`config.mk`:
```
export PLATFORM = sky130hd
export DESIGN_NAME = amqp_value_encoder
export DESIGN_NICKNAME = d
export VERILOG_FILES = /design/src/rtl/ave_pkg.sv /design/src/rtl/ave_front.sv /design/src/rtl/ave_fifo.sv /design/src/rtl/ave_back.sv /design/src/rtl/amqp_value_encoder.sv
export SDC_FILE = /design/constraint.sdc
export NUM_CORES = 1
export LEC_CHECK = 0
export CORE_MARGIN = 2
export CORE_UTILIZATION = 49
export DETAILED_ROUTE_END_ITERATION = 8
export DONT_BUFFER_PORTS = 1
export PLACE_DENSITY = 0.61
export SETUP_SLACK_MARGIN = 0.4
export SYNTH_ARGS = -nofsm -noshare
export SYNTH_HDL_FRONTEND = slang
export SYNTH_SLANG_ARGS = --single-unit
```
`constraint.sdc`:
```
create_clock -name clk_i -period 19.7 [get_ports clk_i]
set_input_delay 0.985 -clock clk_i [delete_from_list [all_inputs] [get_ports clk_i]]
set_output_delay 0.985 -clock clk_i [all_outputs]
set_load 0.02 [all_outputs]
```
`src/rtl/ave_pkg.sv`:
```
`default_nettype none
// ----------------------------------------------------------------------------
// ave_pkg
// Shared types, codes and encoding helpers of the AMQP value encoder.
// ----------------------------------------------------------------------------
package ave_pkg;

  localparam int unsigned MaxNestingDef  = 8;
  localparam int unsigned BufferBytesDef = 65536;
  localparam int unsigned DepthW         = 4;
  localparam int unsigned WposW          = 17;
  localparam int unsigned CmdBytes       = 10;

  typedef enum logic [3:0] {
    KIND_DESC  = 4'd0,
    KIND_NULL  = 4'd1,
    KIND_BOOL  = 4'd2,
    KIND_UINT  = 4'd3,
    KIND_ULONG = 4'd4,
    KIND_INT   = 4'd5,
    KIND_LONG  = 4'd6,
    KIND_TIME  = 4'd7,
    KIND_BIN   = 4'd8,
    KIND_STR   = 4'd9,
    KIND_SYM   = 4'd10,
    KIND_UUID  = 4'd11,
    KIND_RAW   = 4'd12,
    KIND_LIST  = 4'd13,
    KIND_MAP   = 4'd14,
    KIND_END   = 4'd15
  } kind_e;

  typedef enum logic [1:0] {
    ST_OK        = 2'd0,
    ST_OVERFLOW  = 2'd1,
    ST_UNDERFLOW = 2'd2,
    ST_FULL      = 2'd3
  } status_e;

  typedef struct packed {
    logic [3:0]  kind;
    logic [63:0] value;
  } in_t;

  typedef struct packed {
    logic [7:0]  data_byte;
    logic [15:0] byte_offset;
    logic        is_patch;
    logic [1:0]  status;
    logic        last;
  } out_t;

  // one classified transaction: bytes to emit, first byte in element 0
  typedef struct packed {
    logic [CmdBytes-1:0][7:0] bytes;
    logic [3:0]               n;
    logic [15:0]              base;
    logic                     patch;
    status_e                  status;
  } cmd_t;

  // one open composite
  typedef struct packed {
    logic [31:0] size;
    logic [31:0] count;
    logic [15:0] pos;
  } frame_t;

  typedef struct packed {
    logic [8:0][7:0] b;
    logic [3:0]      n;
  } ulong_t;

  // 64-bit value in big-endian byte order, most significant in element 0
  function automatic logic [7:0][7:0] be64(input logic [63:0] v);
    logic [7:0][7:0] r;
    for (int i = 0; i < 8; i++) begin
      r[i] = v[8*(7-i) +: 8];
    end
    return r;
  endfunction

  function automatic logic [3:0][7:0] be32(input logic [31:0] v);
    logic [3:0][7:0] r;
    for (int i = 0; i < 4; i++) begin
      r[i] = v[8*(3-i) +: 8];
    end
    return r;
  endfunction

  // ulong in zero, small or full form
  function automatic ulong_t enc_ulong(input logic [63:0] v);
    ulong_t r;
    r.b = '0;
    if (v == 64'd0) begin
      r.b[0] = 8'h44;
      r.n    = 4'd1;
    end else if (v[63:8] == 56'd0) begin
      r.b[0] = 8'h53;
      r.b[1] = v[7:0];
      r.n    = 4'd2;
    end else begin
      r.b[0]   = 8'h80;
      r.b[8:1] = be64(v);
      r.n      = 4'd9;
    end
    return r;
  endfunction

endpackage
`default_nettype wire

```
`src/rtl/ave_front.sv`:
```
`default_nettype none
// ----------------------------------------------------------------------------
// ave_front
// Classifies each item, encodes its bytes and keeps position and frame stack.
// ----------------------------------------------------------------------------
module ave_front #(
  parameter int unsigned MAX_NESTING  = ave_pkg::MaxNestingDef,
  parameter int unsigned BUFFER_BYTES = ave_pkg::BufferBytesDef
) (
  input  wire logic         clk_i,
  input  wire logic         rst_ni,
  input  wire logic         take_i,
  input  wire ave_pkg::in_t item_i,
  output ave_pkg::cmd_t     cmd_o
);

  localparam int unsigned ParentIdx = (MAX_NESTING > 1) ? 1 : 0;

  logic [ave_pkg::WposW-1:0]  wpos_q, wpos_d;
  logic [ave_pkg::DepthW-1:0] depth_q, depth_d;
  ave_pkg::frame_t            stack_q [MAX_NESTING];
  ave_pkg::frame_t            stack_d [MAX_NESTING];

  ave_pkg::kind_e  kind;
  logic [63:0]     v;
  logic [31:0]     u;
  ave_pkg::ulong_t ul;
  logic [ave_pkg::CmdBytes-1:0][7:0] b;
  logic [3:0]      n;
  logic            counts;
  logic            is_start;
  logic [17:0]     wend;
  ave_pkg::frame_t top_upd;

  assign kind     = ave_pkg::kind_e'(item_i.kind);
  assign v        = item_i.value;
  assign u        = item_i.value[31:0];
  assign ul       = ave_pkg::enc_ulong(v);
  assign is_start = (kind == ave_pkg::KIND_LIST) || (kind == ave_pkg::KIND_MAP);

  // byte encoding of non-end items
  always_comb begin
    b      = '0;
    n      = 4'd1;
    counts = 1'b1;
    case (kind)
      ave_pkg::KIND_DESC: begin
        b[9:1] = ul.b;
        n      = ul.n + 4'd1;
        counts = 1'b0;
      end
      ave_pkg::KIND_NULL: b[0] = 8'h40;
      ave_pkg::KIND_BOOL: b[0] = (v != 64'd0) ? 8'h41 : 8'h42;
      ave_pkg::KIND_UINT: begin
        if (u == 32'd0) begin
          b[0] = 8'h43;
        end else if (u[31:8] == 24'd0) begin
          b[0] = 8'h52;
          b[1] = u[7:0];
          n    = 4'd2;
        end else begin
          b[0]   = 8'h70;
          b[4:1] = ave_pkg::be32(u);
          n      = 4'd5;
        end
      end
      ave_pkg::KIND_ULONG: begin
        b[8:0] = ul.b;
        n      = ul.n;
      end
      ave_pkg::KIND_INT: begin
        if (&u[31:7] || ~|u[31:7]) begin
          b[0] = 8'h54;
          b[1] = u[7:0];
          n    = 4'd2;
        end else begin
          b[0]   = 8'h71;
          b[4:1] = ave_pkg::be32(u);
          n      = 4'd5;
        end
      end
      ave_pkg::KIND_LONG: begin
        if (&v[63:7] || ~|v[63:7]) begin
          b[0] = 8'h55;
          b[1] = v[7:0];
          n    = 4'd2;
        end else begin
          b[0]   = 8'h81;
          b[8:1] = ave_pkg::be64(v);
          n      = 4'd9;
        end
      end
      ave_pkg::KIND_TIME: begin
        b[0]   = 8'h83;
        b[8:1] = ave_pkg::be64(v);
        n      = 4'd9;
      end
      ave_pkg::KIND_BIN, ave_pkg::KIND_STR, ave_pkg::KIND_SYM: begin
        // low nibble of the constructor picks the family
        if (u[31:8] == 24'd0) begin
          b[0] = (kind == ave_pkg::KIND_BIN) ? 8'hA0 :
                 (kind == ave_pkg::KIND_STR) ? 8'hA1 : 8'hA3;
          b[1] = u[7:0];
          n    = 4'd2;
        end else begin
          b[0]   = (kind == ave_pkg::KIND_BIN) ? 8'hB0 :
                   (kind == ave_pkg::KIND_STR) ? 8'hB1 : 8'hB3;
          b[4:1] = ave_pkg::be32(u);
          n      = 4'd5;
        end
      end
      ave_pkg::KIND_UUID: b[0] = 8'h98;
      ave_pkg::KIND_RAW: begin
        b[0]   = v[7:0];
        counts = 1'b0;
      end
      default: begin
        b[0]   = (kind == ave_pkg::KIND_MAP) ? 8'hD1 : 8'hD0;
        n      = 4'd9;
        counts = 1'b0;
      end
    endcase
  end

  assign wend = {1'b0, wpos_q} + {14'd0, n};

  // innermost frame after this item's bytes
  always_comb begin
    top_upd      = stack_q[0];
    top_upd.size = stack_q[0].size + {28'd0, n};
    if (counts) begin
      top_upd.count = stack_q[0].count + 32'd1;
    end
  end

  // command and next state
  always_comb begin
    cmd_o.bytes  = b;
    cmd_o.n      = n;
    cmd_o.base   = wpos_q[15:0];
    cmd_o.patch  = 1'b0;
    cmd_o.status = ave_pkg::ST_OK;
    wpos_d       = wpos_q;
    depth_d      = depth_q;
    for (int i = 0; i < MAX_NESTING; i++) begin
      stack_d[i] = stack_q[i];
    end
    if (kind == ave_pkg::KIND_END) begin
      if (depth_q == '0) begin
        cmd_o.status = ave_pkg::ST_UNDERFLOW;
      end else begin
        cmd_o.bytes[3:0] = ave_pkg::be32(stack_q[0].size);
        cmd_o.bytes[7:4] = ave_pkg::be32(stack_q[0].count);
        cmd_o.bytes[9:8] = '0;
        cmd_o.n          = 4'd8;
        cmd_o.base       = stack_q[0].pos;
        cmd_o.patch      = 1'b1;
        depth_d          = depth_q - 1'b1;
        for (int i = 0; i < MAX_NESTING; i++) begin
          stack_d[i] = stack_q[(i + 1 < MAX_NESTING) ? i + 1 : i];
        end
        // fold inner content into the enclosing frame
        stack_d[0].size  = stack_q[ParentIdx].size + stack_q[0].size - 32'd4;
        stack_d[0].count = stack_q[ParentIdx].count + 32'd1;
      end
    end else if (is_start && ({28'd0, depth_q} >= MAX_NESTING)) begin
      cmd_o.status = ave_pkg::ST_OVERFLOW;
    end else if ({14'd0, wend} > BUFFER_BYTES) begin
      cmd_o.status = ave_pkg::ST_FULL;
    end else begin
      wpos_d = wend[ave_pkg::WposW-1:0];
      if (depth_q != '0) begin
        stack_d[0] = top_upd;
      end
      if (is_start) begin
        depth_d = depth_q + 1'b1;
        for (int i = 1; i < MAX_NESTING; i++) begin
          stack_d[i] = stack_q[i-1];
        end
        if (MAX_NESTING > 1) begin
          stack_d[ParentIdx] = top_upd;
        end
        stack_d[0].size  = 32'd4;
        stack_d[0].count = 32'd0;
        stack_d[0].pos   = wpos_q[15:0] + 16'd1;
      end
    end
    // errors emit a single zero byte
    if (cmd_o.status != ave_pkg::ST_OK) begin
      cmd_o.bytes = '0;
      cmd_o.n     = 4'd1;
      cmd_o.base  = wpos_q[15:0];
      cmd_o.patch = 1'b0;
    end
  end

  // position and depth
  always_ff @(posedge clk_i or negedge rst_ni) begin
    if (!rst_ni) begin
      wpos_q  <= '0;
      depth_q <= '0;
    end else if (take_i) begin
      wpos_q  <= wpos_d;
      depth_q <= depth_d;
    end
  end

  // frame stack, top in entry 0
  always_ff @(posedge clk_i) begin
    if (take_i) begin
      for (int i = 0; i < MAX_NESTING; i++) begin
        stack_q[i] <= stack_d[i];
      end
    end
  end

endmodule
`default_nettype wire

```
`src/rtl/ave_fifo.sv`:
```
`default_nettype none
// ----------------------------------------------------------------------------
// ave_fifo
// Two-entry command queue between the front and the byte emitter.
// ----------------------------------------------------------------------------
module ave_fifo (
  input  wire logic          clk_i,
  input  wire logic          rst_ni,
  input  wire logic          wr_i,
  input  wire ave_pkg::cmd_t wdata_i,
  output logic               full_o,
  input  wire logic          rd_i,
  output ave_pkg::cmd_t      rdata_o,
  output logic               avail_o
);

  ave_pkg::cmd_t mem_q [2];
  logic          wptr_q, rptr_q;
  logic [1:0]    cnt_q;

  assign full_o  = cnt_q[1];
  assign avail_o = cnt_q != 2'd0;
  assign rdata_o = mem_q[rptr_q];

  // pointers and fill level
  always_ff @(posedge clk_i or negedge rst_ni) begin
    if (!rst_ni) begin
      wptr_q <= 1'b0;
      rptr_q <= 1'b0;
      cnt_q  <= 2'd0;
    end else begin
      if (wr_i) wptr_q <= ~wptr_q;
      if (rd_i) rptr_q <= ~rptr_q;
      cnt_q <= cnt_q + {1'b0, wr_i} - {1'b0, rd_i};
    end
  end

  // storage
  always_ff @(posedge clk_i) begin
    if (wr_i) begin
      mem_q[wptr_q] <= wdata_i;
    end
  end

endmodule
`default_nettype wire

```
`src/rtl/ave_back.sv`:
```
`default_nettype none
// ----------------------------------------------------------------------------
// ave_back
// Byte emitter: walks each command into out_q, one byte a cycle unless stalled.
// ----------------------------------------------------------------------------
module ave_back (
  input  wire logic          clk_i,
  input  wire logic          rst_ni,
  input  wire ave_pkg::cmd_t cmd_i,
  input  wire logic          avail_i,
  output logic               done_o,
  output ave_pkg::out_t      out_o,
  output logic               empty_o,
  input  wire logic          pop_i
);

  logic [3:0]    idx_q;
  logic          vld_q;
  ave_pkg::out_t out_q;
  logic          load;
  logic          is_last;

  assign load    = avail_i && (!vld_q || pop_i);
  assign is_last = (idx_q + 4'd1) == cmd_i.n;
  assign done_o  = load && is_last;
  assign out_o   = out_q;
  assign empty_o = !vld_q;

  // byte index and output valid
  always_ff @(posedge clk_i or negedge rst_ni) begin
    if (!rst_ni) begin
      idx_q <= '0;
      vld_q <= 1'b0;
    end else begin
      if (load) begin
        idx_q <= is_last ? 4'd0 : idx_q + 4'd1;
        vld_q <= 1'b1;
      end else if (pop_i) begin
        vld_q <= 1'b0;
      end
    end
  end

  // output transaction
  always_ff @(posedge clk_i) begin
    if (load) begin
      out_q.data_byte   <= cmd_i.bytes[idx_q];
      out_q.byte_offset <= cmd_i.base + {12'd0, idx_q};
      out_q.is_patch    <= cmd_i.patch;
      out_q.status      <= cmd_i.status;
      out_q.last        <= is_last;
    end
  end

endmodule
`default_nettype wire

```
`src/rtl/amqp_value_encoder.sv`:
```
`default_nettype none
// ----------------------------------------------------------------------------
// amqp_value_encoder
// Encodes typed items into AMQP 1.0 bytes with offsets and size patches.
// ----------------------------------------------------------------------------
// channel   ports                    transaction when
// input     push full in_i           push && !full
// result    empty pop out_o          pop && !empty
//
// the front takes one item a cycle while the two-entry queue has room
// the emitter gives one byte a cycle unless pop stalls it; an item holds it until its last byte is loaded
// the first byte of a taken item is registered in the queue and then in out_q before the result ports show it
// reset clears position, depth and queues; the frame stack needs no clearing
// ----------------------------------------------------------------------------
module amqp_value_encoder #(
  parameter int unsigned MAX_NESTING  = ave_pkg::MaxNestingDef,
  parameter int unsigned BUFFER_BYTES = ave_pkg::BufferBytesDef
) (
  input  wire logic         clk_i,
  input  wire logic         rst_ni,
  input  wire logic         push,
  output logic              full,
  input  wire ave_pkg::in_t in_i,
  output logic              empty,
  input  wire logic         pop,
  output ave_pkg::out_t     out_o
);

  ave_pkg::cmd_t cmd, head;
  logic          take, avail, done;

  assign take = push && !full;

  // front: classify and update state
  ave_front #(
    .MAX_NESTING (MAX_NESTING),
    .BUFFER_BYTES(BUFFER_BYTES)
  ) u_front (
    .clk_i (clk_i),
    .rst_ni(rst_ni),
    .take_i(take),
    .item_i(in_i),
    .cmd_o (cmd)
  );

  // command queue
  ave_fifo u_fifo (
    .clk_i  (clk_i),
    .rst_ni (rst_ni),
    .wr_i   (take),
    .wdata_i(cmd),
    .full_o (full),
    .rd_i   (done),
    .rdata_o(head),
    .avail_o(avail)
  );

  // back: byte emitter
  ave_back u_back (
    .clk_i  (clk_i),
    .rst_ni (rst_ni),
    .cmd_i  (head),
    .avail_i(avail),
    .done_o (done),
    .out_o  (out_o),
    .empty_o(empty),
    .pop_i  (pop)
  );

endmodule
`default_nettype wire

```
# After elaboration in Yosys (flattened, before gate mapping)
# Memory sizes are Yosys's and may differ from the RTL's.
# Index checks and enable logic that the tools add are counted.
[word_totals]
regBits = 58
ram_bits = 846
in_bits = 72
out_inout_bits = 30
wordCells = 143
mem_count = 2
[op_classes]
addsub = 14
n_lt_le_gt_ge = 3
eq_ne = 19
n_mux = 55
n_bitwise = 5
reduce_logical = 33
[mem_list]
columns = ["memory", "depth", "word_bits", "rd", "rd_clocked_by_memory_dff", "write_ports", "line", "text"]
rows = [
  ["u_front.stack_q", 8, 80, 8, 0, 8, "ave_front.sv:21", "ave_pkg::frame_t stack_q [MAX_NESTING];"],
  ["u_fifo.mem_q", 2, 103, 1, 0, 1, "ave_fifo.sv:17", "ave_pkg::cmd_t mem_q [2];"],
]
[ops]
columns = ["operator", "n"]
rows = [
  ["$mux W640", 5],
  ["$mux W101", 3],
  ["$pmux W32 S7", 1],
  ["$pmux W32 S4", 1],
  ["$mux W56", 2],
  ["$pmux W8 S11", 1],
  ["$mux W80", 1],
  ["$add A32 B1 Y32 const B", 2],
  ["$logic_not A64 Y1", 1],
  ["$mux W16", 4],
  ["$mux W32", 2],
  ["$mux W64", 1],
  ["$reduce_bool A64 Y1", 1],
  ["$reduce_and A57 Y1", 1],
  ["$reduce_or A57 Y1", 1],
  ["$logic_not A56 Y1", 1],
  ["$mux W24", 2],
  ["$mux W8", 5],
  ["$add A32 B32 Y32", 1],
  ["$add A32 B4 Y32", 1],
  ["$bmux W8 S4", 1],
  ["$eq A4 B4 Y1 const B", 8],
  ["$logic_not A32 Y1", 1],
  ["$mux W4", 8],
  ["38 further kinds", 74],
]

# Logic depth before layout (Yosys ltp)
# Gate-level depths: netlist (run 1).
[logic_depth]
depth_word = 12
depth_mapped = 25
ltp_nobuf = 21

# Hierarchy
# From an unflattened synthesis (run 1), not the netlist that was laid out.
[unflattened]
cells_unflattened = 3219
hier_area_um2 = 43076.3
[modules_own_cells]
columns = ["mod", "instances", "cells_each", "area_per_inst_um2", "seq_area_each_um2"]
rows = [
  ["ave_front", 1, 2711, 32930.3, 19743.9],
  ["ave_fifo", 1, 335, 7877.6, 6286.0],
  ["ave_back", 1, 172, 2254.7, 965.9],
  ["amqp_value_encoder", 1, 1, 13.8, 0.0],
]

# Worst setup path after synthesis (run 1)
# No wires, ideal clock.
[synth_path]
path_type = "input to register"
start = "input port in_i[30] (netlist name)"
end = "memory u_front.stack_q[0][0] (netlist name), enable pin"
setup_time_ns = 0.845
t_arrival_ns = 14.670
required_ns = 18.855
slack_ns = 4.185
cell_stages = 22
path_buffers = 2
cell_sequence = "nor4_1 > and4_1 > nand3_1 > buf_2 > o21ai_0 > or2_2 > or3_1 > nand3_1 > clkbuf_1 > nand3b_1 > ha_1 > inv_1 > fa_1 > nand2b_1 > a21oi_1 > nand3_1 > xor2_1 > nand4_1 > o21ai_1 > a21oi_1 > or2_2 > inv_1"
[synth_lines]
columns = ["item", "line", "text"]
rows = [
  ["start, declared", "amqp_value_encoder.sv:23", "input wire ave_pkg::in_t in_i,"],
  ["end, declared", "ave_front.sv:21", ""],
]

==> flow_summary_export.csv, run 1 <==
group,metric,value,unit
die,core_region_area,85300,um^2
timing,holdWs,0.161,ns
critical_path,critPathMaxStageDelay,0.92,ns
route,wl_per_cell,25.9,um
power,switching_share,0.300,
final_layout,layout_commonest_cell,"edfxtp_1",
die,dieHeight,297,um
global_route,grt_max_degree,211,
critical_path,path_max_fanout,178,
power,leakage,0.0157,uW
min_path,hold_path.class,"input port to asynchronous set/reset pin",
timing,setup_tns,0,ns
final_layout,drive_gt1_frac,0.0844,
yosys,synth_cells,3182,
global_route,track_usage,0.251,
route,drt-initial-drc-count,2899,
yosys,synthFlopType,"edfxtp_1",
die,die_w,297,um
global_route,grt_antenna_before_repair,6,
die,dieArea,88500,um^2
route,drtAntennaViolNets,0,
timing,hold_violations,0,
critical_path,path_class,"input port to register",
final_layout,stdcell_count,4331,
critical_path,worstPathArrival,9.44,ns
final_layout,final_util,0.542,
cts,clock-root-buffer,"clkbuf_16",
yosys,synth-seq-area-share,0.640,
yosys,ys_ff_latch,904,
die,start_util,0.495,
critical_path,r2r_start,"u_front.wpos_q[0]$_DFFE_PN0P_",
timing,finalCriticalPeriod,9.18,ns
power,peakVddDrop,0.0924,mV
power,p_clk_frac,0.321,
yosys,syn_area,42200,um^2
timing,grt_setup_unrepaired,"false",
timing,fmax,109,MHz
placed_design,hpwlAfterDp,74.3,mm
cts,clk_pin_slew,0.06,ns
timing,finalSetupViolations,0,
cts,post_cts_resized,0,
yosys,synth_top_area_frac,0.622,
global_route,grt_first_pass_wirelength,171,mm
yosys,async_flop_share,0.0332,
final_layout,area_delta_synth_final,9.47,%
power,power,5450,uW
run,maxCapViolations,0,
die,ioPinCount,102,
route,dr_total_vias,27000,
cts,max-clock-path-buffers,3,
die,num_rows,107,
cts,htree_levels,3,
timing,relSlewSlack,0.181,
yosys,synth_cell_types,74,
cts,cts_buffers,97,
power,power.density,118,nW/um^2
route,wl,112,mm
yosys,synth_edf_count,874,
cts,post_cts_buffers,0,
route,first_pass_iters,8,
yosys,syn_nets,3340,
route,vias_per_cell,6.25,
power,pwr-share-comb,0.199,
global_route,grt_pass1_vias,27100,
power,p_switching,1640,uW
power,power_frac_seq,0.481,
critical_path,regToRegEndpoint,"u_front.stack_q[1][183]$_DFFE_PP_",
outcome,status,"complete, no violations",
cts,clock_latency,0.66,ns
placed_design,place_congestion,0.919,
cts,ctsHoldBuffers,1,
critical_path,crit_path_top_delay_cell,"buf_4",
final_layout,layout.nets,3263,
yosys,synth_area_leader_cell,"edfxtp_1",
placed_design,portBuffers,0,
cts,clock_sinks,904,
global_route,grt-ovfl-total,0,
timing,tightest_slew,1.22,ns
cts,cts_tree,"built",
final_layout,most-common-layout-cells,"edfxtp_1, a22o_1, nand2_1, o21ai_0, inv_1",
critical_path,crit_top_cell,"buf_4",
yosys,synth_warnings,0,
critical_path,reg2reg_depth,16,
route,drc_errors,0,
critical_path,crit_path_cell_trace,"nor4_1, and4_1, nand3_1, o32a_1, nor3_1, o211ai_1, o21ai_1, nor3_1, inv_1, ha_1, a211oi_1, o21bai_2, a311o_1, o31ai_1, nand4_1, o21ai_1, buf_4, a21oi_4, buf_4, or2_2, inv_8, buf_12, buf_4",
timing,finClkSkew,0.0226,ns
timing,fin_crit_sh,0.466,
critical_path,crit_path_start_kind,"input port",
timing,drv_slew,0,
critical_path,critPathRequiredTime,19.96,ns
power,p_int,3820,uW
critical_path,crit_path_end_kind,"register",
yosys,synth.avg_cell_area,13.3,um^2
placed_design,dp.cells,4149,
critical_path,reg2reg_slack,13.09,ns
yosys,synth_area_leaders,"edfxtp_1, a22o_1, nand2_1",
## power groups by stage
stage,clock (uW),combinational (uW),sequential (uW)
detailed placement,0,1080,2660
floorplan,0,812,2590
finish,1750,1080,2620
global route,1860,1190,2640
CTS,1780,1090,2620
global placement,0,1070,2650
## registers in the layout, summed over array words and instances, names as in the netlist, 2 cells and up
signal / cells
u_back.idx_q: 4
u_front.stack_q: 640
u_front.wpos_q: 17
u_fifo.cnt_q: 2
u_front.depth_q: 4
u_back.out_o: 28
u_fifo.mem_q: 206
## cell usage after synthesis (15+ instances only)
cell / count
nand2_1: 280
a22oi_1: 29
a21o_1: 20
nand3_1: 50
nor2_1: 117
o21ai_0: 183
ha_1: 81
nor2b_1: 15
a21oi_1: 101
buf_2: 41
inv_1: 154
and3_1: 33
clkbuf_1: 150
nor3_1: 37
mux2_2: 24
mux2i_1: 18
a22o_1: 389
buf_1: 16
a222oi_1: 24
nand4_1: 40
edfxtp_1: 874
dfrtp_1: 30
xor2_1: 82
mux4_2: 40
a221oi_1: 15
nor4_1: 32
o22ai_1: 58
xnor2_1: 98
## logic make-up after synthesis
family | count (synthesis) | share of synthesized area
xor gates and xnor gates | 180 | 0.0374
and+or+nand+nor | 657 | 0.0719
AOI/OAI and AO/OA | 907 | 0.158
adders and majority gates | 86 | 0.0264
muxes | 82 | 0.0320
DFF | 904 | 0.640
buffers and inverters | 366 | 0.0343
## how the worst max path moves through the flow
stage / end / from / cells after the start
2_1_floorplan: u_front.stack_q[0][0]$_DFFE_PP_ / in_i[30] / 22
3_3_place_gp: u_front.stack_q[1][106]$_DFFE_PP_ / in_i[8] / 23
3_5_place_dp: u_front.stack_q[0][104]$_DFFE_PP_ / in_i[26] / 23
4_1_cts: u_front.stack_q[0][267]$_DFFE_PP_ / in_i[26] / 23
5_1_grt: u_front.stack_q[1][99]$_DFFE_PP_ / in_i[26] / 23
6_report: u_front.stack_q[1][183]$_DFFE_PP_ / in_i[8] / 23
## worst max-delay path, delay by kind of cell
| kind | cells | cell delay (ns) |
|---|---|---|
| buffers and inverters | 6 | 3.00 |
| AO/OA/AOI/OAI | 9 | 2.48 |
| AND/OR/NAND/NOR | 7 | 2.22 |
| adder cells (fa/ha/maj) | 1 | 0.24 |
## layout make-up
type | count | area, um^2
Antenna cell | 1 | 2.50
Fill cell | 7201 | 39100
Inverter | 155 | 597
Clock buffer | 129 | 2600
Timing Repair Buffer | 35 | 300
Tap cell | 1144 | 1430
Clock inverter | 51 | 447
Multi-Input combinational cell | 1912 | 13800
Sequential cell | 904 | 27000
## layer usage
metal	global-route usage	vias up	share of wire
met3	0.0369	213	0.053
li1	-	12200	-
met1	0.348	13800	0.43
met5	0	-	0.00044
met4	0.0967	8	0.038
met2	0.403	870	0.47
## metrics by stage
stage / cell area (um^2) / setup slack (ns)
4_1_cts: 46200 / 10.63
2_1_floorplan: 42200 / 4.18
6_report: 46200 / 10.52
3_5_place_dp: 43100 / 9.97
5_1_grt: 46200 / 10.0
3_3_place_gp: 43100 / 10.08
Power figures use the tool's default switching activity.
==> run 2: changes to the inputs <==
clock period = 9.4 ns   (was 19.7 ns; I/O delays follow)
==> run 2 against run 1 <==
First-iteration DRC count grew 2.7%. Combinational power grew 110%. Via count shrank 0.43%.
==> flow_summary_export.csv, run 2 (same netlist as run 1, synthesis figures left out) <==
group,metric,value,unit
die,start_util,0.495,
cts,cts_tree,"built",
timing,hold_violations,0,
final_layout,largest_reg_flops,640,
run,maxCapViolations,0,
critical_path,critPathRequiredTime,9.67,ns
cts,cts_buffers,95,
timing,fmax,155,MHz
min_path,hold_path.class,"input port to register",
timing,holdWs,0.0692,ns
critical_path,crit_path_start_kind,"input port",
cts,clk_pin_slew,0.06,ns
route,drt-initial-drc-count,2977,
die,core_region_area,85300,um^2
route,wl,108,mm
route,drc_errors,0,
final_layout,top_register,"u_front.stack_q",
timing,finClkSkew,0.0380,ns
final_layout,drive_gt1_frac,0.0883,
power,peakVddDrop,0.276,mV
critical_path,crit_path_end_kind,"register",
placed_design,hpwlAfterDp,72.0,mm
cts,max-clock-path-buffers,3,
final_layout,area_delta_synth_final,9.98,%
cts,htree_levels,3,
die,die_w,297,um
cts,clock_sinks,904,
global_route,grt_max_degree,116,
global_route,grt_first_pass_wirelength,165,mm
route,first_pass_iters,8,
die,num_rows,107,
final_layout,layout_commonest_cell,"edfxtp_1",
critical_path,path_class,"input port to register",
final_layout,num-fill-cells,6995,
timing,drv_slew,0,
placed_design,place_congestion,0.975,
placed_design,portBuffers,0,
placed_design,preCtsSetupSlack,2.32,ns
timing,finalCriticalPeriod,6.45,ns
critical_path,worstPathArrival,6.72,ns
route,dr_total_vias,26900,
timing,grt_setup_unrepaired,"false",
cts,clock_latency,0.67,ns
global_route,track_usage,0.241,
die,dieHeight,297,um
route,vias_per_cell,6.22,
timing,relSlewSlack,0.200,
power,leakage,0.0157,uW
die,ioPinCount,102,
route,wl_per_cell,25.0,um
timing,layout_setup_ws,2.95,ns
global_route,grt_pass1_vias,26600,
global_route,grt_antenna_before_repair,3,
die,dieArea,88500,um^2
outcome,status,"complete, no violations",
route,drtAntennaViolNets,0,
power,power.density,247,nW/um^2
timing,fin_crit_sh,0.686,
timing,tightest_slew,1.20,ns
final_layout,layout.nets,3262,
timing,finalSetupViolations,0,
critical_path,path_max_fanout,69,
global_route,grt-ovfl-total,0,
final_layout,most-common-layout-cells,"edfxtp_1, a22o_1, nand2_1, o21ai_0, inv_1",
cts,clock-root-buffer,"clkbuf_16",
timing,setup_tns,0,ns
-- run 2: final timing paths --
kind                       slack (ns)  depth (start not counted)                         startpoint                                 to
min                              0.07                          1                           in_i[34]      u_fifo.mem_q[1][65]$_DFFE_PP_
max                              2.95                         21                           in_i[26]   u_front.stack_q[0][38]$_DFFE_PP_
min in group asynchronous        0.29                          2                             rst_ni           u_back.vld_q$_DFFE_PN0P_
max in group asynchronous        8.91                          2                             rst_ni          u_fifo.rptr_q$_DFFE_PN0P_
max reg2reg                      4.51                         13      u_front.wpos_q[0]$_DFFE_PN0P_   u_front.stack_q[0][38]$_DFFE_PP_
min reg2reg                      0.45                          0  u_front.stack_q[1][236]$_DFFE_PP_  u_front.stack_q[1][316]$_DFFE_PP_
-- run 2: what timing repair did --
| item | in CTS | in global routing |
|---|---|---|
| gates resized for setup | 0 | 0 |
| endpoints found under the hold margin | 31 | 0 |
| buffers inserted | 0 | 0 |
| hold buffers | 3 | 0 |
-- run 2: area by class of cell --
| class | instances | area [um^2] | share of cell area |
|---|---|---|---|
| repair buffers | 36 | 388 | 0.00836 |
| multi-input cells | 1912 | 13900 | 0.299 |
| well taps | 1144 | 1430 | 0.0308 |
| flip-flops and latches | 904 | 27000 | 0.582 |
| diodes | 1 | 2.50 | 0.0000539 |
| inverters | 155 | 593 | 0.0128 |
| clock inverters | 57 | 611 | 0.0132 |
| clock buffers | 118 | 2490 | 0.0537 |
-- run 2: per-stage QoR --
step / total power [uW] / cell area [um^2] / instances / util
floorplan: 7110 / 42300 / 3182 / -
CTS: 11600 / 46400 / 4326 / 0.544
detailed placement: 7820 / 43300 / 4148 / 0.507
global placement: 7770 / 43300 / 4148 / 0.507
finish: 11400 / 46400 / 4327 / 0.544
global route: 12000 / 46400 / 4326 / 0.544
-- run 2: critical path, stage by stage --
cell      delay, ns
nor4_1         0.27
and4_1         0.22
nand3_1        0.40
o21ai_0        0.45
or2_2          0.19
or3_4          0.14
nand3_4        0.38
nand3b_1       0.40
ha_1           0.24
inv_1          0.08
fa_1           0.20
nand2b_1       0.16
a21o_1         0.29
nor2_1         0.08
o311ai_0       0.30
nand4_1        0.16
o21ai_2        0.64
a21oi_4        0.12
buf_4          0.41
a211oi_4       0.31
buf_4          0.74
-- run 2: metal layers --
| metal | track usage | wire, um | vias up |
|---|---|---|---|
| li1 | - | - | 12200 |
| met1 | 0.333 | 46900 | 13600 |
| met2 | 0.387 | 51300 | 878 |
| met3 | 0.0307 | 5450 | 235 |
| met4 | 0.100 | 4620 | 6 |
| met5 | 0 | 35 | - |
-- run 2: power by group --
group	switching [uW]	internal (uW)	leakage, uW
clock	1580	2120	0.00149
sequential	439	5030	0.00853
combinational	1400	871	0.00573
